File: src/sv/clustered_hash_table_age_replace_macros.svh
// assertion macros shared by the table rtl
// no dependencies
`ifndef CLUSTERED_HASH_TABLE_AGE_REPLACE_MACROS_SVH
`define CLUSTERED_HASH_TABLE_AGE_REPLACE_MACROS_SVH
`ifndef NO_ASSERTIONS
`define CHT_ASSERT(lbl, clk, rst, prop) \
   lbl: assert property (@(posedge clk) disable iff (rst) prop) else $error("assertion failed");
`define CHT_ASSERT_NR(lbl, clk, prop) \
   lbl: assert property (@(posedge clk) prop) else $error("assertion failed");
`else
`define CHT_ASSERT(lbl, clk, rst, prop)
`define CHT_ASSERT_NR(lbl, clk, prop)
`endif
`endif

File: src/sv/cht_pkg.sv
// types and constants for the clustered hash table
// no dependencies
`timescale 1ns / 1ps
`default_nettype none
package cht_pkg;
   localparam int CLUSTER_COUNT_DEF = 4096;
   localparam int WAYS_DEF = 3;
   localparam int GEN_PERIOD_DEF = 64;
   localparam int GEN_W = 8;
   localparam int SHALLOW_MARGIN = 4;

   localparam logic [1:0] ACT_READ = 2'd0;
   localparam logic [1:0] ACT_WRITE = 2'd1;
   localparam logic [1:0] ACT_NEXT_GEN = 2'd2;
   localparam logic [1:0] ACT_CLEAR = 2'd3;
   localparam logic [1:0] BOUNDS_NONE = 2'd0;
   localparam logic [1:0] BOUNDS_EXACT = 2'd3;

   typedef struct packed {
      logic [1:0] action;
      logic [63:0] position_hash;
      logic signed [15:0] new_score;
      logic signed [15:0] new_static_eval;
      logic [15:0] new_depth;
      logic [1:0] new_bounds;
      logic [15:0] new_move;
   } req_type;

   typedef struct packed {
      logic hit;
      logic signed [15:0] found_score;
      logic signed [15:0] found_static_eval;
      logic [7:0] found_depth;
      logic [1:0] found_bounds;
      logic [15:0] found_move;
      logic [5:0] found_generation;
   } rsp_type;

   typedef struct packed {
      logic [15:0] tag;
      logic [15:0] score;
      logic [15:0] static_eval;
      logic [15:0] move;
      logic [7:0] depth;
      logic [1:0] bounds;
      logic [GEN_W-1:0] generation;
   } way_type;
endpackage
`default_nettype wire

File: src/sv/cht_front.sv
// front end: accepts requests, computes cluster index, queues commands
// depends on cht_pkg
`timescale 1ns / 1ps
`default_nettype none
`include "clustered_hash_table_age_replace_macros.svh"
module cht_front #(
   parameter int CLUSTER_COUNT = cht_pkg::CLUSTER_COUNT_DEF,
   localparam int IDX_W = $clog2(CLUSTER_COUNT)
) (
   input wire logic clock,
   input wire logic reset,
   input wire logic req_push,
   output logic req_full,
   input wire cht_pkg::req_type req_data,
   output logic cmd_valid,
   input wire logic cmd_take,
   output cht_pkg::req_type cmd_req,
   output logic [IDX_W-1:0] cmd_index
);
   // two-entry queue between front and back
   cht_pkg::req_type q_req_ff [2];
   logic [IDX_W-1:0] q_idx_ff [2];
   logic [1:0] count_ff, count_in;
   logic wr_ptr_ff, rd_ptr_ff;
   logic push_ok, take_ok;
   logic [63:0] prod_hi;
   logic [IDX_W-1:0] idx;

   // high word of hash * count; count is below 2^21 so a 64x21 product
   // is cut as two 32-bit halves
   logic [52:0] p_lo, p_hi;
   logic [64:0] p_sum;
   assign p_lo = {21'd0, req_data.position_hash[31:0]} * 53'(CLUSTER_COUNT);
   assign p_hi = {21'd0, req_data.position_hash[63:32]} * 53'(CLUSTER_COUNT);
   assign p_sum = {12'd0, p_hi} + {44'd0, p_lo[52:32]};
   assign prod_hi = {31'd0, p_sum[64:32]};
   assign idx = (prod_hi >= 64'(CLUSTER_COUNT)) ? IDX_W'(CLUSTER_COUNT - 1)
                                                : prod_hi[IDX_W-1:0];

   assign req_full = (count_ff == 2'd2);
   assign push_ok = req_push && !req_full;
   assign cmd_valid = (count_ff != 2'd0);
   assign take_ok = cmd_take && cmd_valid;
   assign cmd_req = q_req_ff[rd_ptr_ff];
   assign cmd_index = q_idx_ff[rd_ptr_ff];
   assign count_in = count_ff + {1'b0, push_ok} - {1'b0, take_ok};

   always_ff @(posedge clock) begin
      if (reset) begin
         count_ff <= 2'd0;
         wr_ptr_ff <= 1'b0;
         rd_ptr_ff <= 1'b0;
      end else begin
         count_ff <= count_in;
         if (push_ok) wr_ptr_ff <= !wr_ptr_ff;
         if (take_ok) rd_ptr_ff <= !rd_ptr_ff;
      end
   end

   always_ff @(posedge clock) begin
      if (push_ok) begin
         q_req_ff[wr_ptr_ff] <= req_data;
         q_idx_ff[wr_ptr_ff] <= idx;
      end
   end

   `CHT_ASSERT(a_cnt_max, clock, reset, count_ff != 2'd3)
   `CHT_ASSERT(a_ptr_sync, clock, reset, (count_ff != 2'd1) || (wr_ptr_ff != rd_ptr_ff))
   `CHT_ASSERT(a_empty_ptr, clock, reset, (count_ff != 2'd0) || (wr_ptr_ff == rd_ptr_ff))
endmodule
`default_nettype wire

File: config.mk
export PLATFORM = sky130hd
export DESIGN_NAME = cht_front
export DESIGN_NICKNAME = d
export VERILOG_FILES = /design/src/sv/cht_pkg.sv /design/src/sv/cht_front.sv
export VERILOG_INCLUDE_DIRS = /design/src /design/src/sv
export SDC_FILE = /design/constraint.sdc
export NUM_CORES = 1
export LEC_CHECK = 0
export BUFFER_PORTS_ARGS = -buffer_cell sky130_fd_sc_hd__buf_2
export CORE_ASPECT_RATIO = 1.4
export CORE_MARGIN = 2
export CORE_UTILIZATION = 45
export CTS_BUF_LIST = sky130_fd_sc_hd__clkbuf_2 sky130_fd_sc_hd__clkbuf_4 sky130_fd_sc_hd__clkbuf_8
export DETAILED_ROUTE_END_ITERATION = 12
export GPL_ROUTABILITY_DRIVEN = 0
export HOLD_SLACK_MARGIN = 0.05
export PLACE_DENSITY_LB_ADDON = 0.05
export SETUP_SLACK_MARGIN = 0.5
export SLEW_MARGIN = 25
export SYNTH_ARGS = -nofsm -noshare
export SYNTH_HDL_FRONTEND = slang
export SYNTH_SLANG_ARGS = --single-unit
File: constraint.sdc
create_clock -name clock -period 3.9 [get_ports clock]
set_clock_uncertainty 0.15 [all_clocks]
set_input_delay 0.39 -clock clock [delete_from_list [all_inputs] [get_ports clock]]
set_output_delay 0.39 -clock clock [all_outputs]
set_load 0.005 [all_outputs]
==> flow_metrics.py <==
metrics = {
    "synth": {
        "syn-instance-count": 450,
        "ys.warnings.count": 0,
        "syn_area_per_cell_sq_um": 22.62,
        "yosysTopAreaCell": "edfxtp_1",
        "synth_cell_type_count": 24,
        "synth-seq-cells": 269,
        "synth_nets": 588,
        "ys_seq_area_frac": 0.7885,
        "synth_top_area_frac": 0.7787,
        "ys_top_cells_by_area": "edfxtp_1 (78%), mux2_4 (12%), mux2_2 (5.8%)",
        "netlist_area_sq_um": 10180,
    },
    "clock_tree": {
        "cts_tree": "built",
        "insertion_delay_ns": 0.52,
        "root_buffer": "clkbuf_8",
        "cts_made_buffers": 41,
        "cts_resized": 0,
        "cts-htree-levels": 2,
        "clock-sinks": 269,
        "clkTransAtPathRegs_ns": 0.06,
        "cts_setup_buffers": 0,
        "clockBufferDepth": 3,
        "holdBufCountCts": 133,
    },
    "worst_setup_path": {
        "crit_fanout": 66,
        "r2r-end": "q_req_ff[0][77]",
        "cp-start-kind": "register",
        "crit_type": "reg2out",
        "rr_worst_depth": 5,
        "cp-end-kind": "output pin",
        "reg2reg_from": "count_ff[0]",
        "arrival_ns": 2.32,
        "crit_end": "cmd_req[92]",
        "r2r_setup_slack_ns": 1.42,
        "worstPathRequired_ns": 3.36,
    },
    "timing": {
        "hold-worst-slack_ns": 0.1496,
        "tns_ns": 0,
        "worst_slew_pin_slew_ns": 0.8128,
        "slew-limit-headroom": 0.4570,
        "rsz0062_at_grt": "false",
        "fmax_ghz": 0.3498,
        "period_needed_ns": 2.859,
        "final.setup.worst_slack_ns": 1.041,
        "maxSlewViolCount": 0,
        "finalSetupViolations": 0,
        "hold_viol": 0,
        "fin_crit_sh": 0.7330,
    },
    "route": {
        "ant_nets": 0,
        "drt_wl_total_mm": 20.57,
        "dr.pass1.iters": 4,
        "routedWlPerCell_um": 16.93,
        "vias_per_cell": 4.635,
        "drt-initial-drc-count": 208,
        "vias": 5631,
        "remaining_drc_errors": 0,
    },
    "status": {
        "status": "finished, final reports clean",
    },
    "power_and_ir_drop": {
        "pwr-share-clk": 0.264,
        "p_int_mw": 6.117,
        "netSwitchingFraction": 0.2591,
        "peakVddDrop_v": 0.0004116,
        "combPwrFrac": 0.268,
        "power.density_nw_per_um2": 591.6,
        "total_power_mw": 8.255,
        "switchingPower_mw": 2.139,
        "p_seq_frac": 0.467,
        "p_leak_nw": 5.460,
    },
    "floorplan": {
        "fp.dieW_um": 131.1,
        "start_util": 0.4552,
        "io_pins": 282,
        "coreArea_sq_um": 22370,
        "rows": 65,
        "die_h_um": 182.0,
        "die-area_sq_um": 23860,
    },
    "layout": {
        "layout.cells.non_filler": 1215,
        "nNetsFinal": 1024,
        "postLayoutCoreUtil": 0.6239,
        "diodes": 0,
        "nFillCells": 1699,
        "mostFrequentLayoutCells": "buf_2 (281), edfxtp_1 (264), dlygate4sd3_1 (133), mux2_4 (80), mux2_2 (52)",
        "area_growth_pct": 37.05,
        "fin_area_sq_um": 13950,
        "drive_above_1_share": 0.5306,
        "final_common_cell": "buf_2",
    },
    "worst_hold_path": {
        "hold_start": "cmd_take",
        "holdCritPathClass": "in2reg",
    },
    "place": {
        "dpl_cell_area_sq_um": 11850,
        "post-place-cells": 1011,
        "io_buffer_count": 281,
        "place_hpwl_mm": 12.76,
        "dp_slack_ns": 1.374,
    },
    "global_route": {
        "grt_start_max_net_pins": 67,
        "grt_pass1_vias": 6070,
        "grt_antenna_before_repair": 0,
        "grt-ovfl-total": 0,
        "grt_pass1_wl_mm": 31.28,
        "track_usage": 0.1681,
    },
    "job": {
        "drv_cap": 0,
    },
}
[registers in the layout (all words and copies together) (netlist names), named ones only]
| register | flops |
|---|---|
| count_ff | 2 |
| q_idx_ff | 22 |
| q_req_ff | 242 |
| rd_ptr_ff | 1 |
| wr_ptr_ff | 1 |
[metal layers]
layer / vias up / share of wire / GRT usage
li1: 2637 / - / -
met1: 2723 / 0.37 / 0.1857
met2: 221 / 0.52 / 0.3017
met3: 50 / 0.070 / 0.05053
met4: 0 / 0.031 / 0.07043
met5: - / 0 / 0
[power groups by stage]
stage	Sequential, mW	Combinational [mW]	Clock (mW)
6_report	3.86	2.22	2.18
5_1_grt	3.90	2.39	2.38
4_1_cts	3.86	2.26	2.26
3_5_place_dp	3.92	2.15	0
3_3_place_gp	3.89	2.12	0
2_1_floorplan	3.84	1.45	0
[Yosys cell counts, drive strengths merged]
master	count
a21oi	1
and2	1
and3	1
buf	27
dfxtp	5
edfxtp	264
ha	2
inv	4
mux2	132
nand2	1
nand2b	1
nor2	3
nor2b	1
nor3	1
o21a	1
o21ai	1
or2	1
or3	1
xnor2	1
xor2	1
[worst min-delay path by stage]
stage                endpoint  depth (start not counted)  slack, ns
finish              rd_ptr_ff                          4       0.15
global route        rd_ptr_ff                          4       0.18
CTS                 rd_ptr_ff                          4       0.11
detailed placement  rd_ptr_ff                          2       0.35
global placement    wr_ptr_ff                          2       0.33
floorplan           wr_ptr_ff                          2       0.30
[cell families after synthesis]
| kind of cell | Yosys count | share of synthesized area |
|---|---|---|
| AND/OR/NAND/NOR | 11 | 0.005900 |
| adder cells (fa/ha/maj) | 2 | 0.002458 |
| flip-flops | 269 | 0.7885 |
| AO/OA/AOI/OAI | 3 | 0.001720 |
| multiplexers | 132 | 0.1755 |
| XOR/XNOR | 2 | 0.001721 |
| buffers and inverters | 31 | 0.02421 |
[final cells by class]
cell class	instances	area, sq um	share of cell area
multi-input combinational	150	1912	0.1370
clock buffer	56	676.9	0.04851
clock inverter	15	92.59	0.006636
inverter	4	18.77	0.001345
sequential	269	8031	0.5756
tap	301	376.6	0.02699
timing repair buffer	420	2845	0.2039
[worst max-delay path: stages, from the launching register on]
cell,delay (ns)
dfxtp_4,0.75
buf_12,0.40
mux2_2,0.41
buf_2,0.13
Note: power is estimated with default switching activity, not from simulation.
